`config.mk`:
```
export PLATFORM = sky130hd
export DESIGN_NAME = sts_ctrl
export DESIGN_NICKNAME = d
export VERILOG_FILES = /design/src/rtl/sts_pkg.sv /design/src/rtl/sts_ctrl.sv
export SDC_FILE = /design/constraint.sdc
export NUM_CORES = 1
export LEC_CHECK = 0
export BUFFER_PORTS_ARGS = -buffer_cell sky130_fd_sc_hd__buf_2
export CORE_AREA = 2 2 39 41
export CTS_BUF_LIST = sky130_fd_sc_hd__clkbuf_8
export DETAILED_ROUTE_END_ITERATION = 7
export DIE_AREA = 0 0 41 43
export PLACE_DENSITY = 0.49
export SLEW_MARGIN = 20
export SYNTH_ARGS = -nofsm -noshare
export SYNTH_HDL_FRONTEND = slang
export SYNTH_SLANG_ARGS = --single-unit
```
`constraint.sdc`:
```
create_clock -name aclk -period 1.55 [get_ports aclk]
set_clock_uncertainty 0.2 [all_clocks]
set_input_delay 0.155 -clock aclk [delete_from_list [all_inputs] [get_ports aclk]]
set_output_delay 0.155 -clock aclk [all_outputs]
set_load 0.01 [all_outputs]
```
`src/rtl/sts_pkg.sv`:
```
// shared types and constants for the sorted table binary search block
// no dependencies; used by every module under rtl except sts_ram

package sts_pkg;

    localparam int TABLE_DEPTH_DEF = 1024;

    // input item fields
    localparam int OP_W      = 2;
    localparam int SLOT_W    = 10;
    localparam int VALUE_W   = 32;
    localparam int OP_LSB    = 0;
    localparam int SLOT_LSB  = OP_LSB + OP_W;
    localparam int VALUE_LSB = SLOT_LSB + SLOT_W;
    localparam int S_TDATA_W = 48;

    // result item fields
    localparam int COUNT_W   = 11;
    localparam int POS_W     = 11;
    localparam int PROBE_W   = 4;
    localparam int M_TDATA_W = 16;

    typedef enum logic [OP_W-1:0] {
        OP_LOAD  = 2'd0,
        OP_EXACT = 2'd1,
        OP_LOWER = 2'd2
    } op_t;

    // controller to datapath
    typedef struct packed {
        logic load_we;
        logic capture;
        logic start;
        logic probe;
        logic out_load;
    } cmd_t;

    // datapath to controller
    typedef struct packed {
        logic empty;
        logic last;
        logic out_free;
    } status_t;

endpackage

```
`src/rtl/sts_ctrl.sv`:
```
// search controller: one-hot state machine sequencing load, setup, probe and result steps
// depends on sts_pkg for the command and status structs and operation codes

module sts_ctrl (
    input  logic                     aclk,
    input  logic                     aresetn,
    input  logic                     s_tvalid,
    output logic                     s_tready,
    input  logic [sts_pkg::OP_W-1:0] operation,
    input  sts_pkg::status_t         status,
    output sts_pkg::cmd_t            cmd
);

    typedef enum logic [3:0] {
        S_IDLE  = 4'b0001,
        S_START = 4'b0010,
        S_PROBE = 4'b0100,
        S_DONE  = 4'b1000
    } state_t;

    state_t state_reg, state_next;

    always_ff @(posedge aclk) begin
        if (!aresetn) begin
            state_reg <= S_IDLE;
        end else begin
            state_reg <= state_next;
        end
    end

    always_comb begin
        state_next = state_reg;
        cmd        = '0;
        s_tready   = 1'b0;
        case (state_reg)
            S_IDLE: begin
                s_tready = 1'b1;
                if (s_tvalid) begin
                    case (operation)
                        sts_pkg::OP_LOAD: begin
                            cmd.load_we = 1'b1;
                        end
                        sts_pkg::OP_EXACT, sts_pkg::OP_LOWER: begin
                            cmd.capture = 1'b1;
                            state_next  = S_START;
                        end
                        default: begin
                            // unused code, dropped
                        end
                    endcase
                end
            end
            S_START: begin
                cmd.start  = 1'b1;
                state_next = status.empty ? S_DONE : S_PROBE;
            end
            S_PROBE: begin
                cmd.probe = 1'b1;
                if (status.last) begin
                    state_next = S_DONE;
                end
            end
            S_DONE: begin
                if (status.out_free) begin
                    cmd.out_load = 1'b1;
                    state_next   = S_IDLE;
                end
            end
            default: begin
                state_next = S_IDLE;
            end
        endcase
    end

endmodule

```
* Yosys cells after proc, flatten, opt, wreduce, memory -nomap -nowiden
Cells that the tools add are included.
** Word-level totals
- Register bits :: 4
- Output and inout port bits :: 6
- Word-level logic and storage cells :: 29
** Cells by class
- Eq/ne operators :: 10
- Multiplexer cells :: 15
- Reduce and logical (&&, ||, !) cells :: 3
** Operator list (count)
- $mux W4 :: 5
- $pmux W4 S4 :: 1
- $mux W1 :: 7
- $ne A2 B2 Y1 const B :: 3
- $eq A4 B1 Y1 const B :: 1
- $eq A4 B2 Y1 const B :: 1
- $eq A4 B3 Y1 const B :: 1
- $eq A4 B4 Y1 const B :: 1
- $mux W2 :: 2
- $reduce_and A4 Y1 :: 1
- $eq A2 B1 Y1 const B :: 1
- $eq A2 B2 Y1 const B :: 1
- $logic_not A2 Y1 :: 1
- $ne A2 B1 Y1 const B :: 1
- $reduce_or A2 Y1 :: 1

* Logic depth before layout (Yosys ltp)
Gate-level depths: netlist (run 1).
- Depth after elaboration :: 5
- Gate-level depth with buffers :: 4

* Worst setup path before layout (run 1)
OpenSTA, ideal clock, no wires.
- Path type :: register -> register
- From :: register state_reg[2]
- To :: register state_reg[0]
- Library setup time :: 0.122 ns
- Arrival :: 1.078 ns
- Slack :: 0.150 ns
- Stages on the path, launching flop included :: 5
- Period minus slack after synthesis :: 1.400 ns
- Path through :: dfxtp_1 buf_4 or4b_4 o21ai_2 a31oi_1
** On the way
- Cells in the longest elaborated chain, start to end :: 3
** Ends and longest elaborated chain
- start: declaration :: RTL line sts_ctrl.sv:21 : state_t state_reg, state_next;
- start signal: assignment :: RTL line sts_ctrl.sv:27 : state_reg <= state_next;
- $eq A4 B1 Y1 (tied with other cells) :: RTL line sts_ctrl.sv:35 : case (state_reg)
- $ne A2 B1 Y1 (no line) or $ne A2 B2 Y1 (tied branches)
- $reduce_and A4 Y1 (no line)
Several ways; a longest one is shown, not always the timed one.
A chain may end at the register's enable or synchronous reset.

==> results of run 1 <==
-- cell usage in the layout, fill, tap and decap left out, types with 2 or more instances in the layout --
| master | instances |
|---|---|
| clkbuf_8 | 3 |
| buf_4 | 3 |
| dfxtp_2 | 2 |
| inv_1 | 3 |
| nand2b_1 | 2 |
| nand2_1 | 2 |
| a31oi_1 | 2 |
| nor2_1 | 2 |
| buf_2 | 13 |
| and3_1 | 3 |
| nor3_1 | 2 |
-- cells by family after synthesis --
family,Yosys count
AND/OR/NAND/NOR,16
buffers and inverters,5
adder cells (fa/ha/maj),1
AO/OA/AOI/OAI,5
flip-flops,4
XOR/XNOR,1
-- metal layers --
metal / routed length (um) / part of all wire / up-vias / GRT usage
li1: - / - / 155 / -
met1: 334 / 0.45 / 133 / 0.115
met2: 323 / 0.44 / 15 / 0.150
met3: 65 / 0.088 / 2 / 0.0471
met4: 14 / 0.019 / 0 / 0.100
met5: 0 / 0 / - / 0
-- final cells by class --
cell class	instances	area [um2]
Fill cell	156	948
Inverter	3	11.3
Clock buffer	3	41.3
Timing Repair Buffer	17	97.6
Sequential cell	4	86.3
Multi-Input combinational cell	23	179
Tap cell	16	20.0
-- worst max-delay path by stage --
stage / to / slack [ns] / cells after the start
after floorplan: state_reg[0] / 0.15 / 4
after global placement: state_reg[0] / 0.14 / 3
after detailed placement: state_reg[0] / 0.11 / 3
after CTS: cmd[4] / -0.01 / 3
after global routing: cmd[4] / -0.07 / 3
final: cmd[4] / -0.005 / 3
-- critical path, stage by stage, from the launching register on --
cell	delay (ns)
dfxtp_4	0.34
nor4b_4	0.32
and3_1	0.20
buf_2	0.12
-- stage by stage --
step           cell area, um2  hold WS [ns]  TNS (ns)  power [W]
2_1_floorplan             279        0.0629         0   0.000140
6_report                  435        0.0543  -0.00723   0.000389
3_5_place_dp              364         0.215         0   0.000165
3_3_place_gp              364         0.213         0   0.000165
5_1_grt                   435        0.0716    -0.140   0.000407
4_1_cts                   429        0.0569   -0.0265   0.000393
-- power by group --
group | internal (W) | leakage [nW] | switching (W) | total, W
registers | 0.000106 | 0.0343 | 0.00000261 | 0.000109
clock network | 0.000166 | 0.0216 | 0.0000552 | 0.000221
logic | 0.0000315 | 0.164 | 0.0000277 | 0.0000593
-- repair_timing --
action                                 4_1_cts  5_1_grt
hold buffers                                 1        0
gates cloned                                 0        0
endpoints found under the hold margin        2        0
pin swaps                                    3        0
setup buffers                                1        0
gates resized for setup                      4        1
setup endpoints to repair                    3        4
==> flow_summary.yaml, run 1 <==
run_status:
  status: "complete, but fails checks"
  violations: "setup timing"
power:
  irDropWorstVdd_uv: 409
  p_leak_nw: 0.219
  power_density_nw_per_um2: 894
synth:
  syn_inst: 32
  synth_compound_area_frac: 0.117
  synthSimpleGateAreaFrac: 0.426
  yosys.area.top_type: "dfxtp_1"
  synth_nets: 41
  yosysTopAreaCellShare: 0.287
  synth.most_common_cell: "dfxtp_1"
  syn_area_per_cell_um2: 8.72
  synth_flop_cell: "dfxtp_1"
  synth_xor_area_frac: 0.0314
  synth_fa_ha_area_frac: 0.0448
  synth-warning-count: 0
  synthTopCellsByArea: "dfxtp_1 (29%), nor4b_4 (8.5%), and3_1 (6.7%), buf_4 (5.4%), or4b_4 (4.9%)"
  async_flop_share: 0
  syn-cell-area_um2: 279
  synthTopCellsByCount: "dfxtp_1 (4), and3_1 (3), inv_1 (3)"
  muxShareOfSynthArea: 0
  synth-edff-count: 0
  synth_cell_types: 19
  synth_top_family_by_area: "simple AND/OR/NAND/NOR gates"
  ys_ff_latch: 4
  synth-seq-area-share: 0.287
worst_setup_path:
  crit_path_end_kind: "output port"
  regToRegSetupSlack_ns: 0.04
  startpoint: "state_reg[1]"
  reg2reg_from: "state_reg[1]"
  crit_arrival_ns: 1.20
  critical_path_class: "register to output port"
  ff2ff_path_depth: 4
  r2r-end: "state_reg[0]"
  cp.required_ns: 1.19
  crit_path_start_kind: "register"
  worstPathMaxFanout: 4
global_routing:
  grt_pass1_wl_um: 1200
  overflow: 0
  grt_max_degree: 9
  grt_util_all_layers: 0.108
  grt_pass1_vias: 284
  antenna_found_initial: 0
timing:
  fin_ws_ns: -0.00476
  max_freq_ghz: 0.643
  worst_slew_pin_slew_ns: 0.267
  finalSetupViolations: 2
  relSlewSlack: 0.821
  rsz0062_at_grt: "yes"
  finalCriticalPeriod_ns: 1.55
  finalHoldViolations: 0
  final_max_slew_viol_count: 0
  period_share: 1.00
clocking:
  clk_latency_ns: 0.22
  cts-root-buf: "clkbuf_8"
  clkTransAtPathRegs_ns: 0.03
  cts_tree: "built"
  cts_sinks: 4
  clock_path_buffers: 2
  numCtsBuffers: 3
  cts_max_level: 1
detailed_routing:
  firstDrtPassIters: 2
  vias: 305
  wire_per_inst_um: 11.2
  drtAntennaViolNets: 0
  drt_iter0_markers: 7
  drc: 0
  totalWireLength_um: 738
  vias_per_cell: 4.62
hold_path:
  whs_path_depth: 3
  hp-start: "status[0]"
  holdPathEnd: "state_reg[3]"
  min_path_type: "input pin to register"
layout:
  area_delta_synth_final_pct: 56.1
  layout.cells.non_filler: 66
  diodes: 0
  largest_register_ff_count: 4
  post-route-util: 0.315
  nNetsFinal: 61
  final_layout_size_suffix_gt1_frac: 0.520
placement:
  gp_congestion: 0.661
  io_buffers: 13
  dp_hpwl_um: 546
  preCtsSetupSlack_ns: 0.113
  dp.cells: 61
die:
  fp.coreArea_um2: 1380
  initial_core_util: 0.202
  die_w_um: 41
  die-area_um2: 1760
  rows: 14
  io_pins: 14
  dieHeight_um: 43
job:
  maxCapViolCount: 0
Power figures use the tool's default switching activity.
==> run 2: changes to the inputs <==
- ABC_AREA: unset -> 1
- PLACE_DENSITY: 0.49 -> 0.51
==> run 2 against run 1 <==
Net effect:
- first-iteration DRC count is 100% lower
- maximum frequency is 7.5% higher
- synthesized cell count is 56% higher
- flip-flop and latch count stayed put
- count of clock-buffer cells in the layout stayed put
- critical path type unchanged
- highest routed layer is now met3
- combinational power grew to 3.7 times the previous value
- non-clock buffer count is 3 lower
- utilization is 0.36 points higher
- setup slack better by 0.11 ns
- the flow now finishes without violations
- via count is 6.2% higher
- sequential power is 28% higher
==> flow_summary.yaml, run 2 <==
run_status:
  status: "complete, no violations"
worst_setup_path:
  cp_num_buf_inv: 2
  crit_arrival_ns: 1.09
  cp_top_family: "simple AND/OR/NAND/NOR gates"
  worstPathMaxFanout: 5
  crit_path_max_incr_delay_ns: 0.33
  crit_path_start_kind: "register"
  cpMostUsedCell: "nor2_1"
  cp.required_ns: 1.19
  worstPathCellList: "inv_1 > nor2_1 > nand2_2 > nor2_1 > buf_2"
  regToRegSetupSlack_ns: 0.32
  critPathSlowestCell: "dfxtp_1"
  crit_path_end_kind: "output port"
  critical_path_class: "register to output port"
timing:
  hold_slack_ns: 0.0485
  worst_slew_pin_slew_ns: 0.188
  relSlewSlack: 0.875
  finalCriticalPeriod_ns: 1.45
  period_share: 0.933
  rsz0062_at_grt: "no"
  tns_ns: 0
  fin_ws_ns: 0.104
  finalHoldViolations: 0
  max_freq_ghz: 0.691
  finalSetupViolations: 0
  final_max_slew_viol_count: 0
placement:
  preCtsSetupSlack_ns: 0.224
  dp.cells: 79
  dp_hpwl_um: 506
  io_buffers: 13
  gp_congestion: 0.794
job:
  maxCapViolCount: 0
clocking:
  cts-root-buf: "clkbuf_8"
  clkTransAtPathRegs_ns: 0.03
  post_cts_buffers: 0
  cts_sinks: 4
  clock_path_buffers: 2
  cts_tree: "built"
  clk_latency_ns: 0.21
  numCtsBuffers: 3
  cts_max_level: 1
power:
  power_density_nw_per_um2: 1290
  irDropWorstVdd_uv: 934
  finalPower_w: 0.000569
  p_leak_nw: 0.267
layout:
  layout.cells.non_filler: 83
  fillerInstances: 149
  multi_input_area_um2: 175
  diodes: 0
  layout_commonest_cell: "buf_2"
  largest_register_ff_count: 4
  final_layout_size_suffix_gt1_frac: 0.403
  area_delta_synth_final_pct: 46.1
  layout_common_cells: "buf_2 (13), inv_1 (11), nand2_1 (10)"
  nNetsFinal: 78
  regArea_um2: 80.1
detailed_routing:
  wire_per_inst_um: 7.51
  vias: 324
  firstDrtPassIters: 1
  drtAntennaViolNets: 0
  drc: 0
  drt_iter0_markers: 0
  vias_per_cell: 3.90
  totalWireLength_um: 623
die:
  rows: 14
  fp.coreArea_um2: 1380
  dieHeight_um: 43
  die-area_um2: 1760
  die_w_um: 41
  io_pins: 14
  initial_core_util: 0.218
hold_path:
  min_path_type: "input pin to register"
synth:
  synthTopCellsByCount: "inv_1 (11), nand2_1 (11), nor2_1 (8), dfxtp_1 (4), nor2_2 (4)"
  synth-seq-area-share: 0.266
  synth_flop_cell: "dfxtp_1"
  yosys.area.top_type: "dfxtp_1"
  syn-cell-area_um2: 302
  async_flop_share: 0
  synth-warning-count: 0
  yosysTopAreaCellShare: 0.266
  synth_nets: 59
  syn_inst: 50
  synthTopCellsByArea: "dfxtp_1 (27%), inv_1 (14%), nand2_1 (14%), nand3_2 (10%), nor2_1 (10%)"
  ys_ff_latch: 4
  synth-edff-count: 0
  syn_area_per_cell_um2: 6.03
  synth_cell_types: 12
global_routing:
  grt_max_degree: 6
  grt_util_all_layers: 0.0925
  overflow: 0
  antenna_found_initial: 0
  grt_pass1_wl_um: 1100
  grt_pass1_vias: 288
[run 2: logic make-up (layout without fill, tap and decap cells)]
kind of cell,count (synthesis),in the layout,synth area share
AND/OR/NAND/NOR,30,30,0.485
buffers and inverters,13,30,0.162
adder cells (fa/ha/maj),1,1,0.0415
flip-flops,4,4,0.266
AO/OA/AOI/OAI,2,2,0.0456
[run 2: cell type report]
type	count	area share
Tap cell	16	0.0455
Timing Repair Buffer	14	0.170
Inverter	13	0.111
Multi-Input combinational cell	33	0.398
Clock buffer	3	0.0938
Sequential cell	4	0.182
[run 2: worst min-delay path, cell delays in order]
cell	delay [ns]
buf_2	0.07
inv_1	0.05
nand2_1	0.07
a21oi_1	0.06
[run 2: metrics by stage]
stage	util	cell area, um2
floorplan	-	302
global placement	0.279	387
detailed placement	0.279	387
CTS	0.316	438
global route	0.318	440
finish	0.318	440
[run 2: worst paths after layout]
| kind | cells past startpoint | end | from |
|---|---|---|---|
| min reg2reg | 4 | state_reg[3] | state_reg[3] |
| min | 4 | state_reg[2] | status[2] |
| max | 5 | cmd[4] | state_reg[0] |
| max reg2reg | 7 | state_reg[0] | state_reg[0] |
[run 2: layer usage]
metal / vias to the layer above / global-route usage / routed length, um
met1: 133 / 0.119 / 292
met4: 0 / 0.0200 / 0
met5: - / 0 / 0
li1: 182 / - / -
met3: 0 / 0.0471 / 32
met2: 9 / 0.134 / 298
[run 2: what timing repair did]
item | 4_1_cts | 5_1_grt
hold buffers | 1 | 0
hold endpoints to repair | 2 | 0
setup endpoints to repair | 0 | 2
resized for setup | 0 | 1
[run 2: report_power, final]
part / switching, W / internal (W) / total (W)
sequential: 0.0000172 / 0.000123 / 0.000140
clock: 0.0000467 / 0.000165 / 0.000212
combinational: 0.000133 / 0.0000834 / 0.000217
total: 0.000197 / 0.000372 / 0.000569
==> run 3: changes to the inputs <==
- PLACE_DENSITY: 0.51 -> 0.52
- clock period: 1.55 -> 1.2 ns (I/O delays scaled with it)
==> run 3 against run 2 <==
Net effect:
- the run now ends with setup timing left
- count of clock-buffer cells in the layout unchanged
- cell area rose by 37%
- flip-flop and latch count is the same
- utilization rose by 12 points
- sequential share of layout area shrank 2.9 points
- total power grew 64%
- register-to-register slack worse by 0.38 ns
- wire length grew 22%
- first-iteration DRC count increased by 11
- highest routed layer unchanged
==> flow_summary.yaml, run 3 (same netlist as run 2, synthesis figures left out) <==
detailed_routing:
  totalWireLength_um: 760
  firstDrtPassIters: 4
  drtAntennaViolNets: 0
  vias: 385
  drt_iter0_markers: 11
  drc: 0
  wire_per_inst_um: 8.26
  vias_per_cell: 4.18
die:
  fp.coreArea_um2: 1380
  die-area_um2: 1760
  dieHeight_um: 43
  io_pins: 14
  die_w_um: 41
  initial_core_util: 0.218
  rows: 14
run_status:
  status: "complete, but fails checks"
  violations: "setup timing"
placement:
  gp_congestion: 0.735
  dp_hpwl_um: 555
  io_buffers: 13
  place_area_um2: 409
timing:
  final_max_slew_viol_count: 0
  finalSetupViolations: 9
  period_share: 1.14
  rsz0062_at_grt: "yes"
  max_freq_ghz: 0.734
  fin_ws_ns: -0.163
  finalHoldViolations: 0
  relSlewSlack: 0.894
  worst_slew_pin_slew_ns: 0.157
  finalCriticalPeriod_ns: 1.36
job:
  maxCapViolCount: 0
power:
  irDropWorstVdd_uv: 1130
  p_leak_nw: 0.335
  power_density_nw_per_um2: 1540
clocking:
  cts_tree: "built"
  cts_max_level: 1
  clk_latency_ns: 0.21
  clock_path_buffers: 2
  cts_sinks: 4
  cts-root-buf: "clkbuf_8"
  numCtsBuffers: 3
  clkTransAtPathRegs_ns: 0.03
worst_setup_path:
  worstPathMaxFanout: 3
  critical_path_class: "register to output port"
  crit_path_start_kind: "register"
  worstPathCellList: "nor2_4 > nand3_2 > inv_2 > buf_6"
  crit_path_max_incr_delay_ns: 0.35
  critPathSlowestCell: "dfxtp_4"
  cp.required_ns: 0.88
  crit_arrival_ns: 1.04
  crit_path_end_kind: "output port"
layout:
  fillerInstances: 139
  regArea_um2: 92.6
  largest_register_ff_count: 4
  final_area_um2: 604
  final_layout_size_suffix_gt1_frac: 0.632
  layout_commonest_cell: "buf_2"
  layout_common_cells: "buf_2 (11), inv_1 (8), nor2_1 (7)"
  area_delta_synth_final_pct: 100
  post-route-util: 0.437
  nNetsFinal: 87
  diodes: 0
  multi_input_area_um2: 229
global_routing:
  grt_pass1_vias: 343
  grt_max_degree: 5
  overflow: 0
  grt_pass1_wl_um: 1200
  antenna_found_initial: 0
  grt_util_all_layers: 0.100
hold_path:
  min_path_type: "input pin to register"
==> run 3: cell count changes in the layout (fill, tap and decap cells not counted), sizes merged <==
cell / delta
buf: +8
dlygate4sd3: +1
==> run 3: routing by layer <==
metal | track usage | vias up | wire, um
met5 | 0 | - | 0
met4 | 0.0200 | 0 | 0
met3 | 0.0628 | 0 | 39
met2 | 0.163 | 12 | 392
met1 | 0.106 | 171 | 329
li1 | - | 202 | -
==> run 3: report_power, final <==
| part | switching (W) | internal [W] |
|---|---|---|
| registers | 0.0000370 | 0.000165 |
| clock network | 0.0000603 | 0.000213 |
| logic | 0.000229 | 0.000225 |
==> run 3: worst max-delay path, delay by kind of cell (launching register included) <==
| family | cells | cell delay (ns) |
|---|---|---|
| buffers and inverters | 2 | 0.20 |
| DFF | 1 | 0.35 |
| and+or+nand+nor | 2 | 0.28 |
==> run 3: timing repair <==
action | CTS | global route
endpoints found under the setup margin | 8 | 10
setup buffers | 3 | 2
gates cloned | 0 | 0
hold endpoints to repair | 4 | 0
hold buffers | 2 | 0
resized for setup | 16 | 14
pin swaps | 3 | 8
==> run 3: through the flow <==
| step | instances | worst slack (ns) | hold WS [ns] | power, W | TNS (ns) |
|---|---|---|---|---|---|
| detailed placement | 82 | -0.123 | 0.157 | 0.000491 | -0.233 |
| floorplan | 50 | 0.0648 | 0.00412 | 0.000385 | 0 |
| global placement | 82 | -0.108 | 0.159 | 0.000491 | -0.216 |
| finish | 92 | -0.163 | 0.00234 | 0.000930 | -0.848 |
| global route | 92 | -0.210 | 0.0231 | 0.00101 | -1.41 |
| CTS | 90 | -0.139 | 0.000167 | 0.000854 | -0.838 |
==> run 3: cell type report <==
class	count	area share
clock buffers	3	0.0683
inverters	13	0.0807
well taps	16	0.0331
repair buffers	23	0.286
flip-flops and latches	4	0.153
multi-input cells	33	0.379
==> run 3: path summary, 6_finish.rpt <==
check | slack, ns | to | cells after the start | startpoint
worst max-delay path | -0.16 | cmd[2] | 4 | state_reg[3]
worst min-delay path | 0.002 | state_reg[1] | 3 | s_tvalid
worst max register to register | -0.06 | state_reg[2] | 6 | state_reg[3]
worst min register to register | 0.40 | state_reg[2] | 3 | state_reg[0]
